==> src/dcpm_pkg.sv <==
// Shared types, codes and batch constants for the DC power monitor averager.
package dcpm_pkg;

    // Batch sizes, as log2 of the number of samples per batch
    localparam int CURRENT_SAMPLES_LOG2 = 4;
    localparam int VOLTAGE_SAMPLES_LOG2 = 4;

    localparam int COUNT_W = 7;
    localparam logic [COUNT_W-1:0] CUR_BATCH = COUNT_W'(1 << CURRENT_SAMPLES_LOG2);
    localparam logic [COUNT_W-1:0] VOLT_BATCH = COUNT_W'(1 << VOLTAGE_SAMPLES_LOG2);

    // Shift that turns a batch sum into a Q10.6 average
    localparam int CUR_AVG_SHIFT = 6 - CURRENT_SAMPLES_LOG2;
    localparam int VOLT_AVG_SHIFT = 6 - VOLTAGE_SAMPLES_LOG2;

    // Mid-scale zero-current offset, 512.0 in Q10.6
    localparam logic [15:0] OFFSET_RESET = 16'(512 << 6);

    // Register reset values
    localparam logic [15:0] CURRENT_GAIN_RESET = 16'd6758;
    localparam logic [15:0] VOLTAGE_GAIN_RESET = 16'd1250;
    localparam logic [9:0] LIMIT_RESET = 10'd1023;

    // Rounding constant for the Q10.6 x Q8.8 product (14 fraction bits)
    localparam logic [32:0] ROUND_HALF = 33'd8192;

    // Item op codes
    localparam logic [1:0] OP_MEASURE = 2'd0;
    localparam logic [1:0] OP_CALIB = 2'd1;
    localparam logic [1:0] OP_VOLTAGE = 2'd2;

    // Result status codes
    localparam logic [1:0] STATUS_CALIBRATED = 2'd0;
    localparam logic [1:0] STATUS_MEAS_DONE = 2'd1;
    localparam logic [1:0] STATUS_CUR_FAULT = 2'd2;
    localparam logic [1:0] STATUS_VOLT_FAULT = 2'd3;

    // Configuration register indexes
    localparam logic [7:0] REG_CURRENT_GAIN = 8'd0;
    localparam logic [7:0] REG_VOLTAGE_GAIN = 8'd1;
    localparam logic [7:0] REG_CURRENT_LIMIT = 8'd2;
    localparam logic [7:0] REG_VOLTAGE_LIMIT = 8'd3;

    typedef struct packed {
        logic [1:0] op;
        logic [9:0] sample;
    } dcpm_in_t;

    typedef struct packed {
        logic [1:0]  status;
        logic [15:0] current_ma;
        logic [15:0] voltage_mv;
        logic [31:0] power_uw;
        logic [15:0] zero_offset;
    } dcpm_out_t;

endpackage

==> src/dcpm_serial_mult.sv <==
// Bit-serial 16 x 16 unsigned shift-add multiplier, one multiplier bit per cycle.
module dcpm_serial_mult import dcpm_pkg::*; (
    input  logic        aclk,
    input  logic        aresetn,
    input  logic        start,
    input  logic [15:0] a,
    input  logic [15:0] b,
    output logic        done,
    output logic [31:0] product
);

    logic        busy_reg, busy_next;
    logic        done_reg, done_next;
    logic [3:0]  cnt_reg, cnt_next;
    logic [15:0] a_reg, a_next;
    logic [31:0] prod_reg, prod_next;
    logic [16:0] partial;

    // Add the multiplicand into the upper half when the current bit is set
    assign partial = {1'b0, prod_reg[31:16]} + (prod_reg[0] ? {1'b0, a_reg} : 17'd0);

    always_comb begin
        busy_next = busy_reg;
        done_next = 1'b0;
        cnt_next  = cnt_reg;
        a_next    = a_reg;
        prod_next = prod_reg;
        if (start) begin
            busy_next = 1'b1;
            cnt_next  = 4'd0;
            a_next    = a;
            prod_next = {16'd0, b};
        end else if (busy_reg) begin
            prod_next = {partial, prod_reg[15:1]};
            cnt_next  = cnt_reg + 4'd1;
            if (cnt_reg == 4'd15) begin
                busy_next = 1'b0;
                done_next = 1'b1;
            end
        end
    end

    // Control state
    always_ff @(posedge aclk) begin
        if (!aresetn) begin
            busy_reg <= 1'b0;
            done_reg <= 1'b0;
            cnt_reg  <= 4'd0;
        end else begin
            busy_reg <= busy_next;
            done_reg <= done_next;
            cnt_reg  <= cnt_next;
        end
    end

    // Operand and product shift register
    always_ff @(posedge aclk) begin
        a_reg    <= a_next;
        prod_reg <= prod_next;
    end

    assign done    = done_reg;
    assign product = prod_reg;

endmodule

==> src/dc_power_monitor_averager.sv <==
// Top level of the DC power monitor averager: batch averaging, scaling and result output.
//
// Input items (s_valid/s_ready/s_data) carry an op tag and a raw 10-bit sample.
// Current samples (measure or calibration) share one batch of 2^CURRENT_SAMPLES_LOG2,
// voltage samples a batch of 2^VOLTAGE_SAMPLES_LOG2. At most one result item per
// input item leaves on m_valid/m_ready/m_data: calibration done, measurement done
// (at the end of a voltage batch) or a channel fault on an over-limit sample.
// Registers are written through cfg_valid/cfg_ready/cfg_index/cfg_data; the user is to
// write them only while idle, as the block itself does not enforce it. One item is
// worked on at a time. Scaling and the power product use one shared bit-serial 16x16
// multiplier. A plain sample or op 3 gives no result, nor does the end of a measurement
// batch, which only scales the current; a fault or calibration runs the power product
// before its result, and the end of a voltage batch scales the voltage, then runs the
// power product.
// A finished result sits in the output register; the next item is taken while it
// waits, and that item only stalls when its own result is ready before m_ready.
// Reset (aresetn low, synchronous) clears the batches, held values and output and
// restores the mid-scale offset and the register defaults.
module dc_power_monitor_averager import dcpm_pkg::*; (
    input  logic        aclk,
    input  logic        aresetn,
    input  logic        s_valid,
    output logic        s_ready,
    input  dcpm_in_t    s_data,
    output logic        m_valid,
    input  logic        m_ready,
    output dcpm_out_t   m_data,
    input  logic        cfg_valid,
    output logic        cfg_ready,
    input  logic [7:0]  cfg_index,
    input  logic [15:0] cfg_data
);

    localparam logic [2:0] ST_IDLE  = 3'd0;
    localparam logic [2:0] ST_EVAL  = 3'd1;
    localparam logic [2:0] ST_MUL_I = 3'd2;
    localparam logic [2:0] ST_MUL_V = 3'd3;
    localparam logic [2:0] ST_MUL_P = 3'd4;
    localparam logic [2:0] ST_OUT   = 3'd5;

    logic [2:0]  state_reg, state_next;
    dcpm_in_t    item_reg, item_next;
    logic [1:0]  status_reg, status_next;

    logic [15:0] cur_gain_reg, cur_gain_next;
    logic [15:0] volt_gain_reg, volt_gain_next;
    logic [9:0]  cur_limit_reg, cur_limit_next;
    logic [9:0]  volt_limit_reg, volt_limit_next;

    logic [15:0]        cur_sum_reg, cur_sum_next;
    logic [COUNT_W-1:0] cur_count_reg, cur_count_next;
    logic [15:0]        volt_sum_reg, volt_sum_next;
    logic [COUNT_W-1:0] volt_count_reg, volt_count_next;
    logic [15:0]        offset_reg, offset_next;
    logic [15:0]        cur_held_reg, cur_held_next;
    logic [15:0]        volt_held_reg, volt_held_next;
    logic [31:0]        power_reg, power_next;

    logic        m_valid_reg, m_valid_next;
    dcpm_out_t   m_data_reg, m_data_next;

    logic        mul_start;
    logic [15:0] mul_a, mul_b;
    logic        mul_done;
    logic [31:0] mul_product;

    logic [15:0]        cur_sum_add, volt_sum_add;
    logic [COUNT_W-1:0] cur_count_inc, volt_count_inc;
    logic [15:0]        cur_avg, volt_avg, cur_diff;
    logic [32:0]        rounded;
    logic [15:0]        scaled;

    dcpm_serial_mult u_mult (
        .aclk    (aclk),
        .aresetn (aresetn),
        .start   (mul_start),
        .a       (mul_a),
        .b       (mul_b),
        .done    (mul_done),
        .product (mul_product)
    );

    // Batch arithmetic on the latched item
    assign cur_sum_add    = cur_sum_reg + {6'd0, item_reg.sample};
    assign volt_sum_add   = volt_sum_reg + {6'd0, item_reg.sample};
    assign cur_count_inc  = cur_count_reg + COUNT_W'(1);
    assign volt_count_inc = volt_count_reg + COUNT_W'(1);
    assign cur_avg        = 16'(cur_sum_add << CUR_AVG_SHIFT);
    assign volt_avg       = 16'(volt_sum_add << VOLT_AVG_SHIFT);
    assign cur_diff       = (cur_avg >= offset_reg) ? cur_avg - offset_reg
                                                    : offset_reg - cur_avg;

    // Round half up, drop 14 fraction bits, saturate to 16 bits
    assign rounded = {1'b0, mul_product} + ROUND_HALF;
    assign scaled  = (rounded[32:30] != 3'd0) ? 16'hFFFF : rounded[29:14];

    assign s_ready   = (state_reg == ST_IDLE);
    assign cfg_ready = 1'b1;
    assign m_valid   = m_valid_reg;
    assign m_data    = m_data_reg;

    // Sequencer
    always_comb begin
        state_next      = state_reg;
        item_next       = item_reg;
        status_next     = status_reg;
        cur_gain_next   = cur_gain_reg;
        volt_gain_next  = volt_gain_reg;
        cur_limit_next  = cur_limit_reg;
        volt_limit_next = volt_limit_reg;
        cur_sum_next    = cur_sum_reg;
        cur_count_next  = cur_count_reg;
        volt_sum_next   = volt_sum_reg;
        volt_count_next = volt_count_reg;
        offset_next     = offset_reg;
        cur_held_next   = cur_held_reg;
        volt_held_next  = volt_held_reg;
        power_next      = power_reg;
        m_valid_next    = m_valid_reg;
        m_data_next     = m_data_reg;
        mul_start       = 1'b0;
        mul_a           = cur_diff;
        mul_b           = cur_gain_reg;

        if (m_valid_reg && m_ready) begin
            m_valid_next = 1'b0;
        end

        // Register writes
        if (cfg_valid) begin
            case (cfg_index)
                REG_CURRENT_GAIN:  cur_gain_next   = cfg_data;
                REG_VOLTAGE_GAIN:  volt_gain_next  = cfg_data;
                REG_CURRENT_LIMIT: cur_limit_next  = cfg_data[9:0];
                REG_VOLTAGE_LIMIT: volt_limit_next = cfg_data[9:0];
                default: ;
            endcase
        end

        case (state_reg)
            ST_IDLE: begin
                if (s_valid) begin
                    item_next  = s_data;
                    state_next = ST_EVAL;
                end
            end
            ST_EVAL: begin
                state_next = ST_IDLE;
                if (item_reg.op inside {OP_MEASURE, OP_CALIB}) begin
                    if (item_reg.sample > cur_limit_reg) begin
                        cur_sum_next   = 16'd0;
                        cur_count_next = '0;
                        status_next    = STATUS_CUR_FAULT;
                        mul_start      = 1'b1;
                        mul_a          = cur_held_reg;
                        mul_b          = volt_held_reg;
                        state_next     = ST_MUL_P;
                    end else if (cur_count_inc == CUR_BATCH) begin
                        cur_sum_next   = 16'd0;
                        cur_count_next = '0;
                        if (item_reg.op == OP_CALIB) begin
                            offset_next = cur_avg;
                            status_next = STATUS_CALIBRATED;
                            mul_start   = 1'b1;
                            mul_a       = cur_held_reg;
                            mul_b       = volt_held_reg;
                            state_next  = ST_MUL_P;
                        end else begin
                            mul_start  = 1'b1;
                            state_next = ST_MUL_I;
                        end
                    end else begin
                        cur_sum_next   = cur_sum_add;
                        cur_count_next = cur_count_inc;
                    end
                end else if (item_reg.op == OP_VOLTAGE) begin
                    if (item_reg.sample > volt_limit_reg) begin
                        volt_sum_next   = 16'd0;
                        volt_count_next = '0;
                        status_next     = STATUS_VOLT_FAULT;
                        mul_start       = 1'b1;
                        mul_a           = cur_held_reg;
                        mul_b           = volt_held_reg;
                        state_next      = ST_MUL_P;
                    end else if (volt_count_inc == VOLT_BATCH) begin
                        volt_sum_next   = 16'd0;
                        volt_count_next = '0;
                        mul_start       = 1'b1;
                        mul_a           = volt_avg;
                        mul_b           = volt_gain_reg;
                        state_next      = ST_MUL_V;
                    end else begin
                        volt_sum_next   = volt_sum_add;
                        volt_count_next = volt_count_inc;
                    end
                end
            end
            ST_MUL_I: begin
                if (mul_done) begin
                    cur_held_next = scaled;
                    state_next    = ST_IDLE;
                end
            end
            ST_MUL_V: begin
                // New voltage held, then the power product
                if (mul_done) begin
                    volt_held_next = scaled;
                    status_next    = STATUS_MEAS_DONE;
                    mul_start      = 1'b1;
                    mul_a          = cur_held_reg;
                    mul_b          = scaled;
                    state_next     = ST_MUL_P;
                end
            end
            ST_MUL_P: begin
                if (mul_done) begin
                    power_next = mul_product;
                    state_next = ST_OUT;
                end
            end
            ST_OUT: begin
                if (!m_valid_reg || m_ready) begin
                    m_valid_next            = 1'b1;
                    m_data_next.status      = status_reg;
                    m_data_next.current_ma  = cur_held_reg;
                    m_data_next.voltage_mv  = volt_held_reg;
                    m_data_next.power_uw    = power_reg;
                    m_data_next.zero_offset = offset_reg;
                    state_next              = ST_IDLE;
                end
            end
            default: state_next = ST_IDLE;
        endcase
    end

    // Control and state registers
    always_ff @(posedge aclk) begin
        if (!aresetn) begin
            state_reg      <= ST_IDLE;
            cur_gain_reg   <= CURRENT_GAIN_RESET;
            volt_gain_reg  <= VOLTAGE_GAIN_RESET;
            cur_limit_reg  <= LIMIT_RESET;
            volt_limit_reg <= LIMIT_RESET;
            cur_sum_reg    <= 16'd0;
            cur_count_reg  <= '0;
            volt_sum_reg   <= 16'd0;
            volt_count_reg <= '0;
            offset_reg     <= OFFSET_RESET;
            cur_held_reg   <= 16'd0;
            volt_held_reg  <= 16'd0;
            m_valid_reg    <= 1'b0;
        end else begin
            state_reg      <= state_next;
            cur_gain_reg   <= cur_gain_next;
            volt_gain_reg  <= volt_gain_next;
            cur_limit_reg  <= cur_limit_next;
            volt_limit_reg <= volt_limit_next;
            cur_sum_reg    <= cur_sum_next;
            cur_count_reg  <= cur_count_next;
            volt_sum_reg   <= volt_sum_next;
            volt_count_reg <= volt_count_next;
            offset_reg     <= offset_next;
            cur_held_reg   <= cur_held_next;
            volt_held_reg  <= volt_held_next;
            m_valid_reg    <= m_valid_next;
        end
    end

    // Payload registers
    always_ff @(posedge aclk) begin
        item_reg   <= item_next;
        status_reg <= status_next;
        power_reg  <= power_next;
        m_data_reg <= m_data_next;
    end

    // Batch counters never reach a full batch between items
    a_cur_count: assert property (@(posedge aclk) disable iff (!aresetn)
        cur_count_reg < CUR_BATCH) else $error("current batch count overran");

    a_volt_count: assert property (@(posedge aclk) disable iff (!aresetn)
        volt_count_reg < VOLT_BATCH) else $error("voltage batch count overran");

    // Multiplier results only arrive while the sequencer waits for them
    a_mul_done: assert property (@(posedge aclk) disable iff (!aresetn)
        mul_done |-> (state_reg == ST_MUL_I || state_reg == ST_MUL_V ||
                      state_reg == ST_MUL_P))
        else $error("multiplier finished outside a multiply state");

    // A result item only appears from the output stage
    a_out_src: assert property (@(posedge aclk) disable iff (!aresetn)
        $rose(m_valid_reg) |-> $past(state_reg == ST_OUT))
        else $error("result raised outside the output stage");

endmodule

==> config.mk <==
export PLATFORM = sky130hd
export DESIGN_NAME = dc_power_monitor_averager
export DESIGN_NICKNAME = d
export VERILOG_FILES = /design/src/dcpm_pkg.sv /design/src/dcpm_serial_mult.sv /design/src/dc_power_monitor_averager.sv
export SDC_FILE = /design/constraint.sdc
export NUM_CORES = 1
export LEC_CHECK = 0
export ABC_AREA = 1
export BUFFER_PORTS_ARGS = -buffer_cell sky130_fd_sc_hd__buf_2
export CORE_ASPECT_RATIO = 2
export CORE_MARGIN = 4
export CORE_UTILIZATION = 38
export DETAILED_ROUTE_END_ITERATION = 12
export PLACE_DENSITY_LB_ADDON = 0.2
export SLEW_MARGIN = 40
export SYNTH_ARGS = -nofsm -noshare
export SYNTH_HDL_FRONTEND = slang
export SYNTH_SLANG_ARGS = --single-unit
==> constraint.sdc <==
create_clock -name aclk -period 6.85 [get_ports aclk]
set_input_delay 1.37 -clock aclk [delete_from_list [all_inputs] [get_ports aclk]]
set_output_delay 1.37 -clock aclk [all_outputs]
set_load 0.05 [all_outputs]
==> results of run 1 <==
synth_stat cells, types with 7 or more instances:
cell      instances
a21o_1            7
xnor2_1          20
clkbuf_1         55
o21ai_0         118
o22ai_1          31
a21oi_1         184
nand2_1         437
xor2_1           41
edfxtp_1        158
ha_1             86
nor3_1           12
nand3_1          98
buf_2            11
o21ai_1           9
nor2_1          111
inv_1           275
nand4_1          20
dfxtp_1         166
o211ai_1         60
stage by stage:
step	cell area [µm²]	power, µW	hold WS [ns]	util
global placement	17900	3050	0.401	0.412
floorplan	16800	2790	0.400	-
detailed placement	17900	3060	0.406	0.412
finish	19000	4780	0.420	0.436
CTS	19000	4830	0.422	0.436
global route	19000	5000	0.424	0.436
worst max path at each step:
| stage | from | endpoint | slack, ns | depth (start not counted) |
|---|---|---|---|---|
| 2_1_floorplan | m_ready | m_data[10]$_DFFE_PP_ | 1.58 | 2 |
| 3_3_place_gp | item_reg[0]$_DFFE_PP_ | u_mult.a_reg[11]$_DFFE_PP_ | 1.98 | 27 |
| 3_5_place_dp | item_reg[0]$_DFFE_PP_ | u_mult.a_reg[11]$_DFFE_PP_ | 1.85 | 27 |
| 4_1_cts | item_reg[0]$_DFFE_PP_ | u_mult.a_reg[11]$_DFFE_PP_ | 1.82 | 27 |
| 5_1_grt | item_reg[0]$_DFFE_PP_ | u_mult.a_reg[11]$_DFFE_PP_ | 1.29 | 27 |
| 6_report | item_reg[0]$_DFFE_PP_ | u_mult.a_reg[11]$_DFFE_PP_ | 1.87 | 27 |
report_power, final:
| part | internal (µW) | switching [µW] | leakage (µW) |
|---|---|---|---|
| clock | 968 | 793 | 0.000494 |
| sequential | 2110 | 99.4 | 0.00279 |
| combinational | 271 | 543 | 0.00508 |
worst max-delay path, cell delays in order, from the launching register on:
cell      delay, ns
edfxtp_1       0.39
ha_1           0.28
fa_1           0.25
nand3_1        0.09
nand2_1        0.10
nand2_1        0.07
o21ai_0        0.33
a31oi_1        0.20
o21ai_0        0.19
nand2_1        0.14
nand2_1        0.10
nand2_1        0.08
nor2_1         0.12
xor2_1         0.25
ha_1           0.35
nand2_1        0.11
o21ai_0        0.11
a31oi_1        0.18
nand3_2        0.34
inv_2          0.29
nand2_1        0.07
o21ai_1        0.14
nand2_1        0.10
nand3_1        0.12
nand2_1        0.09
nand2_1        0.06
nand2_1        0.04
nand3b_1       0.14
cell usage in the layout (no fill, tap or decap), drive strengths merged, types with 2 or more instances in the layout:
master	n
clkbuf	36
clkinv	11
ha	86
o2111ai	5
a21oi	184
o211ai	60
a21o	7
dfxtp	166
nor4	3
nand3b	6
a31o	5
o221ai	5
o21a	2
o22ai	31
nor3	16
o21ai	129
buf	137
nor2	116
xnor2	20
edfxtp	158
or2	3
nand4	20
a2bb2oi	4
nand3	102
conb	3
xor2	41
fa	5
o21bai	5
bufinv	3
a31oi	6
a211oi	2
a22oi	5
clkinvlp	4
a21boi	3
nand2	441
inv	286
per-layer routing:
layer	vias up	routed length (µm)
met5	-	0
met4	0	3380
met3	126	1610
met2	340	27300
met1	6509	18900
li1	6927	-
cell families (layout without fill, tap and decap cells):
family,count (synthesis),after routing,share of synthesized area
other,2,3,0.000447
and+or+nand+nor,711,711,0.179
AOI/OAI and AO/OA,456,456,0.156
adders and majority gates,91,91,0.0700
muxes,1,1,0.000596
buffers and inverters,358,477,0.0821
xor gates and xnor gates,61,61,0.0318
DFF,324,324,0.480
area by class of cell:
cell class / instances / area (µm²)
fill: 4387 / 24500
sequential: 324 / 8070
multi-input combinational: 1323 / 7380
inverter: 284 / 1070
clock buffer: 36 / 805
timing repair buffer: 137 / 731
tap: 550 / 688
clock inverter: 20 / 226
==> flow_summary_export.csv, run 1 <==
group,metric,value,unit
outcome,outcome,"finished, final reports clean",
global_routing,grt_busiest_layer,"met2",
clocking,cts-resized-gates,0,
clocking,clockBufferDepth,3,
synth,synth-edff-count,158,
worst_setup_path,worst_r2r_path_depth,27,
min_path,hold_depth,0,
worst_setup_path,crit_type,"reg2reg",
timing,fin_ws,1.87,ns
synth,synth-seq-area-share,0.480,
worst_setup_path,rr_startpoint,"item_reg[0]$_DFFE_PP_",
synth,ys_types,55,
drt,postRouteAntennaNets,0,
flow_run,cap_violations,0,
min_path,hp-start,"power_reg[18]$_DFFE_PP_",
synth,synth.area.top_cells,"edfxtp_1 (28%), dfxtp_1 (20%), nand2_1 (9.8%), ha_1 (6.4%), inv_1 (6.1%)",
worst_setup_path,crit_required,7.18,ns
timing,finalHoldViolations,0,
drt,via_per_inst,5.20,
timing,min_period,4.98,ns
global_routing,grt_pass1_vias,14000,
drt,wire_per_inst,19.1,µm
cells_and_area,nets,2232,
die,die_y,305,µm
placement,detailed_place_hpwl,39.6,mm
die,initial_utilization,0.386,
timing,fmax,201,MHz
synth,synthArstFlopShare,0,
placement,post-place-ws,1.85,ns
synth,ys_ff_latch,324,
global_routing,grt_use_met1,0.224,
cells_and_area,diodes,0,
global_routing,antenna_found_initial,0,
clocking,cts_buffers,30,
die,rows,108,
die,die-area,0.0479,mm²
synth,synth_top_area_frac,0.282,
cells_and_area,finalNonFillerCells,2674,
global_routing,met3_usage,0.0181,
global_routing,grt_first_pass_wirelength,78.8,mm
worst_setup_path,crit_fanout,17,
min_path,min_path_type,"reg2reg",
synth,netlist_area,0.0168,mm²
cells_and_area,final_layout_size_suffix_gt1_frac,0.108,
drt,drt_first_pass_iters,5,
placement,dp.cells,2618,
timing,rsz0062_at_grt,"no",
timing,slew_viol_final,0,
min_path,whs_endpoint,"m_data[34]$_DFFE_PP_",
clocking,root_buffer,"clkbuf_16",
timing,setup_viol,0,
die,num_io_pins,126,
placement,io_buffers,122,
worst_setup_path,rrSetupSlack,1.87,ns
clocking,cts_tree,"done",
synth,syn_avg_cell_area,8.39,µm²
clocking,clock_sinks,324,
synth,synth_top_area_cell,"edfxtp_1",
drt,drt_iter0_markers,823,
global_routing,grt_remaining_overflow,0,
synth,ys.flop_type,"dfxtp_1",
die,die_x,157,µm
timing,tns,0,ns
drt,wirelength,51.2,mm
clocking,cts_setup_buffers,0,
power,ir_worst_vdd,0.000189,V
global_routing,grt_max_degree,74,
worst_setup_path,arrival,5.31,ns
clocking,ctsHoldBuffers,0,
clocking,clock_latency,0.59,ns
timing,finClkSkew,0.0158,ns
synth,yosys_warnings,0,
timing,max_slew.worst_pin.slew,0.850,ns
clocking,cts.htree.levels,1,
timing,slew-limit-headroom,0.432,
worst_setup_path,start_kind,"flip-flop",
timing,period_share,0.727,
cells_and_area,syn_to_final_growth,12.9,%
worst_setup_path,r2r_end,"u_mult.a_reg[11]$_DFFE_PP_",
power,power_density,252,mW/mm²
power,leakage,0.00836,µW
drt,vias,13902,
cells_and_area,largest_register_ff_count,80,
drt,drc,0,
global_routing,use_met2,0.392,
worst_setup_path,end_kind,"flip-flop",
clocking,path_clk_slew,0.07,ns
synth,synth_cells,2004,
placement,gp_congestion,0.940,
global_routing,grtUsageTotal,0.210,
die,coreArea,0.0435,mm²
(Power assumes the default switching activity.)
==> inputs of run 2 (changes only) <==
Clock period 6.85 ns to 5 ns, I/O delays scaled along.
==> flow_summary_export.csv, run 2 (synthesis gave the netlist of run 1 again) <==
group,metric,value,unit
cells_and_area,syn_to_final_growth,14.5,%
worst_setup_path,cp_common_cell,"nand2_1",
timing,whs,0.419,ns
global_routing,grt_max_degree,69,
timing,setup_viol,0,
placement,io_buffers,122,
die,num_io_pins,126,
worst_setup_path,crit_type,"reg2reg",
min_path,min_path_type,"reg2reg",
worst_setup_path,critPathBufInv,4,
cells_and_area,nets,2259,
worst_setup_path,crit_fanout,8,
flow_run,cap_violations,0,
drt,vias,14162,
global_routing,grt_first_pass_wirelength,80.0,mm
cells_and_area,diodes,0,
die,initial_utilization,0.386,
clocking,ctsHoldBuffers,0,
drt,postRouteAntennaNets,0,
cells_and_area,layout_common_cells,"nand2_1 (435), inv_1 (273), a21oi_1 (184)",
worst_setup_path,crit_path_top_delay_cell,"edfxtp_1",
drt,wirelength,52.0,mm
drt,drt_first_pass_iters,6,
global_routing,antenna_found_initial,0,
drt,via_per_inst,5.24,
clocking,clock_sinks,324,
power,leakage,0.00853,µW
outcome,outcome,"finished, final reports clean",
worst_setup_path,arrival,4.83,ns
clocking,cts_tree,"done",
timing,max_slew.worst_pin.slew,0.790,ns
timing,period_share,0.898,
placement,gp_congestion,0.921,
power,power_density,344,mW/mm²
global_routing,grt_remaining_overflow,0,
worst_setup_path,start_kind,"flip-flop",
global_routing,grt_pass1_vias,14236,
die,die_x,157,µm
die,coreArea,0.0435,mm²
timing,rsz0062_at_grt,"no",
placement,detailed_place_hpwl,40.8,mm
worst_setup_path,cpPeakStageDelay,0.42,ns
drt,drt_iter0_markers,863,
timing,finalHoldViolations,0,
cells_and_area,final_layout_size_suffix_gt1_frac,0.124,
timing,slew_viol_final,0,
clocking,cts.htree.levels,1,
cells_and_area,fin_util,0.442,
cells_and_area,final_common_cell,"nand2_1",
timing,min_period,4.49,ns
timing,tns,0,ns
die,rows,108,
die,die_y,305,µm
clocking,root_buffer,"clkbuf_16",
timing,fmax,223,MHz
timing,finClkSkew,0.0119,ns
clocking,clockBufferDepth,3,
global_routing,grtUsageTotal,0.213,
die,die-area,0.0479,mm²
clocking,clock_latency,0.59,ns
power,ir_worst_vdd,0.000208,V
drt,drc,0,
clocking,cts_buffers,30,
worst_setup_path,crit_family,"simple AND/OR/NAND/NOR gates",
worst_setup_path,crit_required,5.34,ns
drt,wire_per_inst,19.2,µm
cells_and_area,largest_register_ff_count,80,
timing,slew-limit-headroom,0.470,
clocking,path_clk_slew,0.07,ns
worst_setup_path,end_kind,"flip-flop",
run 2: changes by cell type in the layout (fill, tap and decap cells not counted), moves of 2 or more:
cell      before  now
buf_12         0    2
buf_4         13   41
buf_6          2    0
clkbuf_1       4    0
clkbuf_8       1    5
clkinv_1       5    3
clkinv_2       4    6
clkinv_4       0    2
ha_1          86   84
ha_2           0    2
inv_4          0    2
inv_6          4    1
run 2: cell type report:
class	instances	area (µm²)
fill	4394	24300
sequential	324	8070
multi-input combinational	1323	7400
inverter	284	1070
timing repair buffer	164	953
clock buffer	36	845
tap	550	688
clock inverter	20	220
run 2: worst paths after layout:
| check | slack [ns] | startpoint | endpoint | cells past startpoint |
|---|---|---|---|---|
| max reg2reg | 0.51 | item_reg[0]$_DFFE_PP_ | u_mult.a_reg[13]$_DFFE_PP_ | 29 |
| min | 0.42 | power_reg[29]$_DFFE_PP_ | m_data[45]$_DFFE_PP_ | 0 |
| min reg2reg | 0.42 | power_reg[29]$_DFFE_PP_ | m_data[45]$_DFFE_PP_ | 0 |
| max | 0.51 | item_reg[0]$_DFFE_PP_ | u_mult.a_reg[13]$_DFFE_PP_ | 29 |
run 2: what timing repair did:
action / 4_1_cts / 5_1_grt
gates resized for setup: 0 / 5
setup buffers: 0 / 2
setup endpoints to repair: 0 / 13
run 2: metrics by stage:
stage               total power, µW  cell area [µm²]  setup WS, ns  instances
floorplan                      3820            16800         0.104       2005
global placement               4200            18100         0.185       2642
detailed placement             4210            18100         0.135       2642
CTS                            6690            19200         0.112       2698
global route                   6920            19200        0.0363       2701
finish                         6620            19200         0.508       2701
run 2: per-layer routing:
metal / global-route usage / vias up / wire length, µm
met1: 0.220 / 6714 / 18500
li1: - / 6976 / -
met2: 0.406 / 346 / 28100
met3: 0.0184 / 126 / 1830
met5: 0 / - / 0
met4: 0.126 / 0 / 3600
run 2: power by group:
| part | total (µW) | internal, µW | switching, µW | leakage (µW) |
|---|---|---|---|---|
| sequential | 3020 | 2880 | 132 | 0.00279 |
| clock | 2460 | 1380 | 1080 | 0.000525 |
| combinational | 1150 | 394 | 753 | 0.00521 |
| total | 6620 | 4650 | 1970 | 0.00853 |
